**src/sv/hme_pkg.sv**
```systemverilog
package hme_pkg;

    localparam int DATA_W    = 32;
    localparam int FRAC      = 16;
    localparam int COEF_W    = DATA_W - 1;
    // Dividend is the Hall coefficient shifted up by the fraction bits.
    localparam int DVD_W     = COEF_W + FRAC;
    localparam int DIV_STEPS = DVD_W;
    localparam int REM_W     = COEF_W + 1;
    // Motional plus resistive sum, and the final wide sum.
    localparam int MS_W      = 2 * DATA_W + 1 - FRAC + 1;
    localparam int SUM_W     = MS_W + 2;
    localparam int PROD_W    = 2 * DATA_W;
    localparam int DIFF_W    = PROD_W + 1;

    localparam logic REG_RESISTIVITY = 1'b0;
    localparam logic REG_HALL_COEF   = 1'b1;

    // State of one restoring division step.
    typedef struct packed {
        logic [REM_W-1:0] rem;
        logic [DVD_W-1:0] dvd;
        logic [DVD_W-1:0] quo;
        logic [COEF_W-1:0] rho;
    } div_t;

    // Per-item data that rides alongside the divider.
    typedef struct packed {
        logic [MS_W-1:0]   ms_x;
        logic [MS_W-1:0]   ms_y;
        logic [MS_W-1:0]   ms_z;
        logic [DATA_W-1:0] hc_x;
        logic [DATA_W-1:0] hc_y;
        logic [DATA_W-1:0] hc_z;
        logic              clip;
        logic              zero;
    } pay_t;

    // Saturate a wide signed value to the data range; top bit is the clip flag.
    function automatic logic [DATA_W:0] sat_data(input logic signed [SUM_W-1:0] x);
        logic signed [SUM_W-1:0] hi;
        logic signed [SUM_W-1:0] lo;
        logic [DATA_W:0]         r;
        hi = SUM_W'({1'b0, {(DATA_W-1){1'b1}}});
        lo = -hi - SUM_W'(1);
        if (x > hi)
            r = {1'b1, 1'b0, {(DATA_W-1){1'b1}}};
        else if (x < lo)
            r = {1'b1, 1'b1, {(DATA_W-1){1'b0}}};
        else
            r = {1'b0, x[DATA_W-1:0]};
        return r;
    endfunction

endpackage

```
**src/sv/hme_div_cell.sv**
```systemverilog
module hme_div_cell
(
    input  logic           clk,
    input  logic           rst_n,
    input  logic           en,
    input  logic           in_valid,
    input  hme_pkg::div_t  in_div,
    input  hme_pkg::pay_t  in_pay,
    output logic           out_valid,
    output hme_pkg::div_t  out_div,
    output hme_pkg::pay_t  out_pay
);

    logic          valid_reg;
    hme_pkg::div_t div_reg;
    hme_pkg::div_t div_next;
    hme_pkg::pay_t pay_reg;

    // One restoring step: bring down the next dividend bit and try a subtract.
    always_comb
    begin
        logic [hme_pkg::REM_W-1:0] tmp;
        logic                      qbit;
        tmp  = {in_div.rem[hme_pkg::REM_W-2:0], in_div.dvd[hme_pkg::DVD_W-1]};
        qbit = (tmp >= {1'b0, in_div.rho});
        div_next.rem = qbit ? tmp - {1'b0, in_div.rho} : tmp;
        div_next.dvd = {in_div.dvd[hme_pkg::DVD_W-2:0], 1'b0};
        div_next.quo = {in_div.quo[hme_pkg::DVD_W-2:0], qbit};
        div_next.rho = in_div.rho;
    end

    always_ff @(posedge clk or negedge rst_n)
    begin
        if (!rst_n)
            valid_reg <= 1'b0;
        else if (en)
            valid_reg <= in_valid;
    end

    always_ff @(posedge clk)
    begin
        if (en)
        begin
            div_reg <= div_next;
            pay_reg <= in_pay;
        end
    end

    assign out_valid = valid_reg;
    assign out_div   = div_reg;
    assign out_pay   = pay_reg;

endmodule

```
**config.mk**
```make
export PLATFORM = sky130hd
export DESIGN_NAME = hme_div_cell
export DESIGN_NICKNAME = d
export VERILOG_FILES = /design/src/sv/hme_pkg.sv /design/src/sv/hme_div_cell.sv
export SDC_FILE = /design/constraint.sdc
export NUM_CORES = 1
export LEC_CHECK = 0
export BUFFER_PORTS_ARGS = -buffer_cell sky130_fd_sc_hd__buf_2
export CAP_MARGIN = 20
export CORE_AREA = 2 2 321 323
export CTS_BUF_LIST = sky130_fd_sc_hd__clkbuf_4 sky130_fd_sc_hd__clkbuf_8
export DETAILED_ROUTE_END_ITERATION = 16
export DIE_AREA = 0 0 323 325
export GPL_TIMING_DRIVEN = 1
export HOLD_SLACK_MARGIN = 0.12
export PLACE_DENSITY = 0.42
export SLEW_MARGIN = 40
export SYNTH_ARGS = -nofsm -noshare
export SYNTH_HDL_FRONTEND = slang
export SYNTH_SLANG_ARGS = --single-unit
```
**constraint.sdc**
```tcl
create_clock -name clk -period 1.48 [get_ports clk]
set_input_delay 0.296 -clock clk [delete_from_list [all_inputs] [get_ports clk]]
set_output_delay 0.296 -clock clk [all_outputs]
set_load 0.01 [all_outputs]
```
## Yosys cells after proc, flatten, opt, wreduce, memory -nomap -nowiden

Cells that the tools add are included.

| word-level totals | value |
|---|---|
| bits in registers | 405 |
| input bits | 409 |

| operators by class | value |
|---|---|
| $add $sub $neg | 1 |
| order comparisons | 1 |
| multiplexer cells | 1 |

Operators with widths:

| cell | number |
|---|---|
| 32-bit by 31-bit >= comparator with 1-bit output | 1 |
| 32-bit 2-to-1 mux | 1 |
| 32-bit by 31-bit subtractor with 32-bit output | 1 |

## Longest topological paths before layout

Gate-level depths: netlist (run 1).

| logic depth | value |
|---|---|
| word-level depth | 2 |
| mapped depth | 13 |

## Worst setup path before layout (run 1)

Ideal clock, no wire load.

| timing | value |
|---|---|
| path kind | input to register |
| start | input port in_div[12] (netlist name) |
| end | register div_reg (netlist bit out_div[156]), data pin |
| arrival | 2.364 ns |
| required time | 1.220 ns |
| path slack | -1.143 ns |
| cell stages on the path | 11 |
| buffers on the path | 1 |
| cells stage by stage | inv_1 ha_1 buf_6 a21o_1 a21o_1 a21oi_2 o21ai_1 a21o_1 a311o_1 a221oi_2 mux2_2 |

RTL lines:

| element | RTL line | source |
|---|---|---|
| from (decl) | hme_div_cell.sv:7 | `input hme_pkg::div_t in_div,` |
| to (signal assigned) | hme_div_cell.sv:44 | `div_reg <= div_next;` |
| to (decl) | hme_div_cell.sv:15 | `hme_pkg::div_t div_reg;` |

==> out/results.tsv, run 1 <==
metric	value	unit
status	finished, violations left	
violations	setup timing	
die_x	323	um
avgRoutedWirePerCell	18.99	um
synth_commonest_cells	edfxtp_1, nand2_1, inv_1	
switching_share	27.20	%
syn_to_final_growth	100.6	%
fmax	497.8	MHz
first_pass_iters	5	
wirelength	69820	um
synth_area	14500	um^2
layout_setup_ws	-0.5290	ns
nets	2685	
die_h	325	um
cp-end-kind	flip-flop	
final_core_util	28.72	%
syn-num-nets	1214	
clockPowerShare	37.0	%
synth_area_per_cell	18.76	um^2
crit_required	1.91	ns
boundaryPins	815	
place_congestion	0.8169	
yosys-top-cells-area	edfxtp_1, ha_1, nand2_1	
switchingPower	8.770	mW
tritoncts	yes	
cts.sinks	405	
synth_most_common_cell	edfxtp_1	
clockRootBuffer	clkbuf_8	
portBuffers	811	
grt_setup_unrepaired	true	
clock-skew-final	0	ns
clk_pin_slew	0.06	ns
powerDensity	1108	nW/um^2
cts-htree-levels	3	
grt_remaining_overflow	0	
p_int	23.47	mW
syn_inst	773	
drtIter0Drc	601	
vias	12899	
grt.total_usage	12.61	%
period_share	135.7	%
ir_drop	811.1	uV
cpMaxStageDelayCell	fa_2	
ys.flop_type	edfxtp_1	
synth-seq-cells	405	
dieArea	105000	um^2
hp-class	primary input to flip-flop	
seqPwrFrac	43.8	%
fillCellCount	10474	
cpPeakStageDelay	0.34	ns
clock_latency	0.68	ns
drive_above_1_share	54.34	%
ys_warn_count	0	
multi_input_area	2724	um^2
regArea	12160	um^2
maxCapViolations	0	
crit_path_start_kind	primary input	
yosysTopAreaCellShare	83.67	%
grt_pass1_vias	14098	
core_area	101300	um^2
start_util	14.31	%
antenna_found_initial	12	
fin_cells	3677	
min_period	2.009	ns
p_comb_share	19.2	%
synth_edf_count	404	
numCtsBuffers	78	
drc_errors	0	
hold_viol	0	
critPathArrivalTime	2.44	ns
crit_buf_inv	4	
grt_pass1_wl	95360	um
critPathKind	primary input to flip-flop	
final-max-slew-violation-count	0	
grt_max_degree	71	
holdWs	0.2018	ns
yosysTopAreaCell	edfxtp_1	
rows	117	
via_per_inst	3.508	
worst_path_most_repeated_cell	buf_12	
ant_nets	0	
crit_chain	buf_12 -> inv_12 -> ha_4 -> fa_2 -> nand2b_4 -> a21oi_4 -> buf_12 -> buf_6 -> o21ai_4 -> a31oi_4 -> o21ai_2 -> o211ai_1 -> nor4b_2 -> nand3b_1	
leakagePower	12.10	nW
setup_viol	383	
crit_fanout	3	
async_flop_share	0.2469	%
dpl.cell_count	3084	
clk_path_buf_depth	3	
ys_seq_area_share	83.84	%
synth_cell_type_count	57	
hpwl	51160	um
path_delay_family	compound AO/OA/AOI/OAI gates	
-- worst paths after layout --
check	end	slack, ns	cells past startpoint	start
max	out_div[155]	-0.53	14	in_div[124]
min	out_div[148]	0.20	4	in_div[147]
max reg2reg	out_valid	0.72	1	out_valid
min reg2reg	out_valid	0.54	1	out_valid
max in group asynchronous	out_valid	0.91	3	rst_n
min in group asynchronous	out_valid	0.47	3	rst_n
-- per-stage QoR --
| step | cell area (um^2) | setup TNS, ns | power (mW) | worst slack (ns) |
|---|---|---|---|---|
| 3_3_place_gp | 21670 | -49.04 | 18.72 | -1.532 |
| 2_1_floorplan | 14800 | -21.02 | 15.80 | -0.9497 |
| 6_report | 29090 | -27.84 | 32.24 | -0.5290 |
| 5_1_grt | 29080 | -70.39 | 33.62 | -0.5405 |
| 4_1_cts | 28950 | -72.48 | 32.71 | -0.4776 |
| 3_5_place_dp | 21670 | -50.46 | 18.71 | -1.584 |
-- per-layer routing --
| metal | up-vias | track usage, % | part of all wire (%) |
|---|---|---|---|
| met5 | - | 0 | 0.059 |
| met4 | 6 | 6.805 | 5.2 |
| met3 | 122 | 4.022 | 7.7 |
| met2 | 531 | 21.25 | 48 |
| met1 | 6292 | 14.08 | 39 |
| li1 | 5948 | - | - |
-- registers in the layout, summed over array words and instances, names as in the netlist --
register / count
out_valid: 1
out_pay: 248
out_div: 156
-- layout by cell type (no fill, tap or decap), types with 5 or more instances in the layout --
cell type      Yosys  layout
ha_4               0      19
buf_4              3     150
inv_4              0       6
buf_12             0      17
nand4_1            8       8
a21oi_1           29      18
inv_1             36      17
dlygate4sd3_1      0     410
o21bai_1           6       6
nand2_1           51      30
o21ai_1           33      21
buf_2              6     703
a21o_1             8       8
a21oi_4            1       8
xor2_1            15      15
o211ai_1           5       5
buf_8              0       6
xnor2_1           11      10
edfxtp_1         404     404
inv_2              0       9
clkbuf_8           1      78
nand3_1           11      10
clkinv_1           0      15
clkbuf_4           0      21
a21oi_2            3       8
buf_16             0       6
o21ai_0           14       9
ha_1              31      10
o21ai_2            2      16
buf_6              7     119
nand2_2            0      17
nor2_1            21      19
bufinv_16          0       5
clkinv_2           0       7
diode_2            0       7
-- logic make-up after synthesis --
group / synth area share, %
AND/OR/NAND/NOR: 4.038
other: 0.02586
XOR/XNOR: 1.570
flip-flops: 83.84
multiplexers: 0.1553
AO/OA/AOI/OAI: 5.523
adder cells (fa/ha/maj): 2.813
buffers and inverters: 2.036
-- timing repair --
action,in CTS,in global routing
hold buffers,406,4
pin swaps,62,30
setup endpoints to repair,438,438
buffers inserted,30,5
endpoints found under the hold margin,531,3
cloned,9,0
gates resized for setup,319,30
-- area by class of cell --
| class | count | share of cell area (%) |
|---|---|---|
| Sequential cell | 405 | 41.78 |
| Clock buffer | 99 | 4.232 |
| Clock inverter | 39 | 1.346 |
| Timing Repair Buffer | 1411 | 36.72 |
| Antenna cell | 7 | 0.06021 |
| Multi-Input combinational cell | 312 | 9.362 |
| Inverter | 36 | 0.6107 |
| Tap cell | 1368 | 5.883 |
-- power by group through the flow --
stage	Clock, mW	Sequential (mW)	Combinational, mW
global placement	0	14.3	4.43
floorplan	0	14.8	1.01
CTS	12.4	14.1	6.18
finish	11.9	14.1	6.20
detailed placement	0	14.3	4.43
global route	12.8	14.2	6.58
No activity file was read; power rests on OpenSTA's default activity.
==> run 2, diff against run 1 <==
--- a/config.mk
+++ b/config.mk
@@ -13,7 +13,7 @@
 export DIE_AREA = 0 0 323 325
 export GPL_TIMING_DRIVEN = 1
 export HOLD_SLACK_MARGIN = 0.12
-export PLACE_DENSITY = 0.42
+export PLACE_DENSITY_LB_ADDON = 0.3
 export SLEW_MARGIN = 40
 export SYNTH_ARGS = -nofsm -noshare
 export SYNTH_HDL_FRONTEND = slang
==> out/results.tsv, run 2 (same netlist as run 1, synthesis figures left out) <==
metric	value	unit	change
status	finished, violations left		
violations	hold timing, setup timing		
crit_path_start_kind	primary input		
r2r_start	out_valid		
avgRoutedWirePerCell	19.46	um	+2.5%
start_util	14.31	%	unchanged
nets	2678		-0.26%
place_congestion	0.8632		+5.7%
drtIter0Drc	628		+4.5%
relSlewSlack	53.21	%	
wl_met3	5313	um	-0.82%
most-common-layout-cells	buf_2, dlygate4sd3_1, edfxtp_1, buf_4, buf_6		
crit_required	1.94	ns	+0.03 ns
crit_fanout	4		+1
clk_path_buf_depth	3		unchanged
layout_commonest_cell	buf_2		
maxCapViolations	0		unchanged
regArea	12160	um^2	unchanged
clock-skew-final	0	ns	unchanged
ir_drop	579.6	uV	-29%
grt_remaining_overflow	0		unchanged
r2r_end	out_valid		
p_total	31.26	mW	-3.0%
cp-end-kind	flip-flop		
cts-htree-levels	3		unchanged
fin_cells	3668		-0.24%
clockRootBuffer	clkbuf_8		
top_layer	met5		
drc_errors	0		unchanged
min_period	2.009	ns	-0.0002080 ns
fillCellCount	10508		+0.32%
portBuffers	811		unchanged
ff2ff_setup_slack	0.16	ns	-0.56 ns
critPathKind	primary input to flip-flop		
antenna_found_initial	19		+7
period_share	135.7	%	about the same
met2_length	35490	um	+5.7%
holdWs	-0.2138	ns	-0.4155 ns
dieArea	105000	um^2	unchanged
first_pass_iters	5		unchanged
grt.total_usage	12.81	%	+0.20 points
leakagePower	12.00	nW	-0.82%
hold_viol	2		+2
r2r.worst_path.cells	2		+1
setup_viol	341		-11%
wirelength	71370	um	+2.2%
critPathArrivalTime	2.47	ns	+0.03 ns
met1Wirelength	27680	um	+1.7%
clk_pin_slew	0.07	ns	about the same
cts.sinks	405		unchanged
fmax	497.8	MHz	about the same
cpMaxStageDelayCell	fa_2		
syn_to_final_growth	98.57	%	
final-max-slew-violation-count	0		unchanged
numCtsBuffers	76		-2.6%
vias	13097		+1.5%
cpPeakStageDelay	0.35	ns	about the same
ant_nets	0		unchanged
worst_pin_slew	0.6995	ns	
via_per_inst	3.571		+1.8%
drive_above_1_share	53.67	%	-0.68 points
layout_setup_ws	-0.5288	ns	+0.0002080 ns
powerDensity	1086	nW/um^2	-2.0%
grt_setup_unrepaired	true		
rows	117		unchanged
die_x	323	um	unchanged
clock_latency	0.69	ns	about the same
crit_chain	buf_12 -> inv_12 -> ha_4 -> fa_2 -> nand2b_4 -> a21oi_4 -> buf_12 -> o211ai_1 -> buf_4 -> nand3_4 -> a21oi_4 -> buf_6 -> a2111o_1 -> o221a_2		
grt_max_degree	66		-7.0%
whs_endpoint	out_div[0]		
grt_pass1_vias	13960		-0.98%
core_area	101300	um^2	unchanged
die_h	325	um	unchanged
min_delay_path_depth	1		-3
tritoncts	yes		
multi_input_area	2653	um^2	-2.6%
hp-class	primary input to flip-flop		
grt_pass1_wl	96550	um	+1.3%
min_from	in_div[0]		
hpwl	51950	um	+1.5%
largest_reg_flops	248		unchanged
boundaryPins	815		unchanged
dpl.cell_count	3084		unchanged
[run 2: cell count changes in the layout (fill, tap and decap cells not counted), sizes merged]
cell         delta
a21oi           -1
dlygate4sd3     +2
inv             -1
clkbuf          -2
clkinv          +5
clkinvlp        -4
buf             -8
bufinv          -3
diode           +3
[run 2: how the worst max path moves through the flow]
stage,startpoint,to,slack [ns],cells past startpoint
final,in_div[124],out_div[152],-0.53,14
after global routing,in_div[3],out_div[155],-0.60,16
after CTS,in_div[2],out_div[156],-0.47,11
after detailed placement,in_div[3],out_div[152],-1.55,12
after global placement,in_div[3],out_div[152],-1.49,12
after floorplan,in_div[136],out_div[156],-0.95,10
[run 2: critical path: cells and delay by family]
family,cells,cell delay [ns]
AO/OA/AOI/OAI,5,0.80
buffers and inverters,5,0.60
adder cells (fa/ha/maj),2,0.51
AND/OR/NAND/NOR,2,0.25
[run 2: layout make-up]
type | instances | share of cell area [%]
Sequential cell | 405 | 42.22
Multi-Input combinational cell | 311 | 9.213
Clock buffer | 95 | 4.128
Inverter | 36 | 0.5823
Timing Repair Buffer | 1407 | 36.84
Clock inverter | 36 | 0.9821
Antenna cell | 10 | 0.08691
Tap cell | 1368 | 5.945
[run 2: timing repair]
action                                  in CTS  in global routing
buffers inserted                            21                  2
gates cloned                                 7                  3
endpoints found under the setup margin     438                438
hold buffers                               411                  2
hold endpoints to repair                   586                  4
pin swaps                                   48                 10
gates resized for setup                    239                 39
[run 2: stage by stage]
step | worst slack [ns] | area [um^2] | utilization [%] | setup TNS (ns)
4_1_cts | -0.4690 | 28510 | 28.15 | -71.30
5_1_grt | -0.6005 | 28790 | 28.42 | -68.35
3_3_place_gp | -1.488 | 21740 | 21.46 | -46.43
6_report | -0.5288 | 28790 | 28.42 | -26.91
2_1_floorplan | -0.9497 | 14800 | - | -21.02
3_5_place_dp | -1.550 | 21740 | 21.46 | -48.58
[run 2: power by group]
part	internal, mW	switching (mW)
clock	5.73	5.23
sequential	13.8	0.361
combinational	3.19	2.97
total	22.7	8.57
[run 2: metal layers]
metal	GRT usage [%]	vias up
met5	0	-
met3	3.922	121
met4	5.460	14
met2	22.26	533
li1	-	5940
met1	14.40	6489
==> run 3, diff against run 2 <==
--- a/config.mk
+++ b/config.mk
@@ -5,12 +5,13 @@
 export SDC_FILE = /design/constraint.sdc
 export NUM_CORES = 1
 export LEC_CHECK = 0
+export ABC_AREA = 1
 export BUFFER_PORTS_ARGS = -buffer_cell sky130_fd_sc_hd__buf_2
 export CAP_MARGIN = 20
-export CORE_AREA = 2 2 321 323
+export CORE_AREA = 2 2 319 321
 export CTS_BUF_LIST = sky130_fd_sc_hd__clkbuf_4 sky130_fd_sc_hd__clkbuf_8
 export DETAILED_ROUTE_END_ITERATION = 16
-export DIE_AREA = 0 0 323 325
+export DIE_AREA = 0 0 321 323
 export GPL_TIMING_DRIVEN = 1
 export HOLD_SLACK_MARGIN = 0.12
 export PLACE_DENSITY_LB_ADDON = 0.3
==> out/results.tsv, run 3 <==
metric	value	unit	change
switching_share	28.38	%	+0.96 points
rows	117		unchanged
critPathArrivalTime	1.39	ns	-1.08 ns
crit_fanout	1		-3
dpl.cell_count	3326		+7.8%
wl_met3	9742	um	+83%
cpMaxStageDelayCell	edfxtp_1		
drtIter0Drc	715		+14%
numCtsBuffers	77		+1.3%
via_per_inst	3.608		+1.0%
crit_chain	buf_6		
tritoncts	yes		
hold_viol	0		-2
die_x	321	um	-0.62%
min_period	1.685	ns	-0.3242 ns
p_int	22.47	mW	-0.97%
yosysTopAreaCellShare	79.68	%	-4.0 points
yosys-top-cells-area	edfxtp_1, nand2_1, inv_1		
final-max-slew-violation-count	0		unchanged
die_h	323	um	-0.62%
status	finished, violations left		
portBuffers	811		unchanged
first_pass_iters	5		unchanged
grt_max_degree	28		-58%
grt_pass1_wl	107800	um	+12%
layout_commonest_cell	buf_2		
drc_errors	0		unchanged
met2_length	39040	um	+10%
crit_path_start_kind	flip-flop		
grt_setup_unrepaired	true		
cts.sinks	405		unchanged
clockRootBuffer	clkbuf_8		
multi_input_area	2993	um^2	+13%
clk_pin_slew	0.07	ns	about the same
maxCapViolations	0		unchanged
synth_area	15230	um^2	+5.0%
critPathKind	flip-flop to output port		
syn_to_final_growth	93.98	%	
largest_reg_flops	248		unchanged
boundaryPins	815		unchanged
grt_remaining_overflow	0		unchanged
p_total	31.37	mW	+0.37%
dieArea	103700	um^2	-1.2%
fin_cells	3893		+6.1%
cp-end-kind	output port		
syn_inst	1068		+38%
syn-num-nets	1509		+24%
switchingPower	8.902	mW	+3.9%
cts-htree-levels	3		unchanged
met1Wirelength	31210	um	+13%
core_area	100700	um^2	-0.58%
synth_most_common_cell	edfxtp_1		
violations	setup timing		
synth-seq-cells	405		unchanged
ir_drop	623.2	uV	+7.5%
ys.flop_type	edfxtp_1		
most-common-layout-cells	buf_2, dlygate4sd3_1, edfxtp_1, nand2_1, inv_1		
layout_setup_ws	-0.2046	ns	+0.3242 ns
synth_cell_type_count	31		-46%
synth_area_per_cell	14.26	um^2	-24%
synth_edf_count	404		unchanged
path_delay_family	flip-flops		
synth_commonest_cells	edfxtp_1, nand2_1, inv_1		
powerDensity	1062	nW/um^2	-2.2%
crit_required	1.18	ns	-0.76 ns
setup_viol	392		+15%
clock-skew-final	0	ns	unchanged
ys_seq_area_share	79.84	%	-4.0 points
start_util	15.12	%	+0.80 points
ys_warn_count	0		unchanged
leakagePower	13.16	nW	+9.6%
ant_nets	0		unchanged
fmax	593.6	MHz	+19%
drive_above_1_share	47.13	%	-6.5 points
cpPeakStageDelay	0.49	ns	+0.14 ns
yosysTopAreaCell	edfxtp_1		
crit_buf_inv	1		-4
fillCellCount	10452		-0.53%
top_layer	met5		
hp-class	primary input to flip-flop		
period_share	113.8	%	-22 points
nets	2964		+11%
clockPowerShare	34.5	%	-0.6 points
vias	14044		+7.2%
wirelength	83580	um	+17%
place_congestion	0.8740		+1.3%
antenna_found_initial	29		+10
clock_latency	0.71	ns	+0.02 ns
seqPwrFrac	45.2	%	about the same
avgRoutedWirePerCell	21.47	um	+10%
clk_path_buf_depth	3		unchanged
regArea	12160	um^2	unchanged
grt_pass1_vias	14036		+0.54%
async_flop_share	0.2469	%	unchanged
holdWs	0.2017	ns	+0.4155 ns
p_comb_share	20.3	%	+0.6 points
grt.total_usage	15.12	%	+2.3 points
hpwl	65440	um	+26%
-- run 3: stage by stage --
stage | cell area [um^2] | setup WS, ns | utilization (%) | TNS, ns
detailed placement | 22360 | -0.9474 | 22.20 | -30.32
finish | 29530 | -0.2046 | 29.32 | -21.79
global placement | 22360 | -0.9346 | 22.20 | -29.92
CTS | 28810 | -0.3242 | 28.61 | -60.75
floorplan | 15400 | -0.4365 | - | -13.69
global route | 29520 | -0.2987 | 29.31 | -55.35
-- run 3: path summary, 6_finish.rpt --
path	end	startpoint	slack, ns	depth (start not counted)
max	out_div[155]	out_div[155]	-0.20	1
min	out_div[130]	in_div[129]	0.20	5
max reg2reg	out_valid	out_valid	0.74	1
min reg2reg	out_valid	out_valid	0.51	1
max in group asynchronous	out_valid	rst_n	0.96	3
min in group asynchronous	out_valid	rst_n	0.42	3
-- run 3: repair_timing --
item,in CTS,in global routing
setup buffers,4,6
cloned,2,6
hold buffers,411,0
endpoints found under the hold margin,448,0
gates resized for setup,261,135
setup endpoints to repair,438,438
pin swaps,8,26
-- run 3: power groups by stage --
stage                     logic [mW]  registers [mW]  clock network, mW
final                           6.37            14.2               10.8
after global placement          4.72            14.3                  0
after floorplan                 1.01            14.8                  0
after global routing            6.85            14.3               11.7
after CTS                       6.11            14.2               11.3
after detailed placement        4.72            14.3                  0
-- run 3: layout make-up --
type | count | area share [%]
Clock inverter | 33 | 0.6397
Timing Repair Buffer | 1383 | 36.07
Inverter | 164 | 2.182
Multi-Input combinational cell | 492 | 10.13
Clock buffer | 101 | 4.219
Sequential cell | 405 | 41.16
Antenna cell | 6 | 0.05084
Tap cell | 1309 | 5.545
-- run 3: metal layers --
layer / track usage [%] / up-vias
met5: 0 / -
met1: 16.62 / 6709
met3: 7.901 / 164
li1: - / 6567
met4: 6.552 / 28
met2: 24.34 / 576
-- run 3: logic make-up after synthesis --
logic type / share of synthesized area [%]
mux: 0.07395
compound gates: 0.8710
flops: 79.84
other cells: 0.02463
buf+inv: 4.462
fa+ha+maj: 2.679
xor+xnor: 0.8053
simple gates: 11.24
-- run 3: tightest hold or removal path, cell delays in order --
cell	delay [ns]
buf_2	0.11
ha_4	0.15
xor2_1	0.07
nand2_1	0.06
nand2_1	0.05
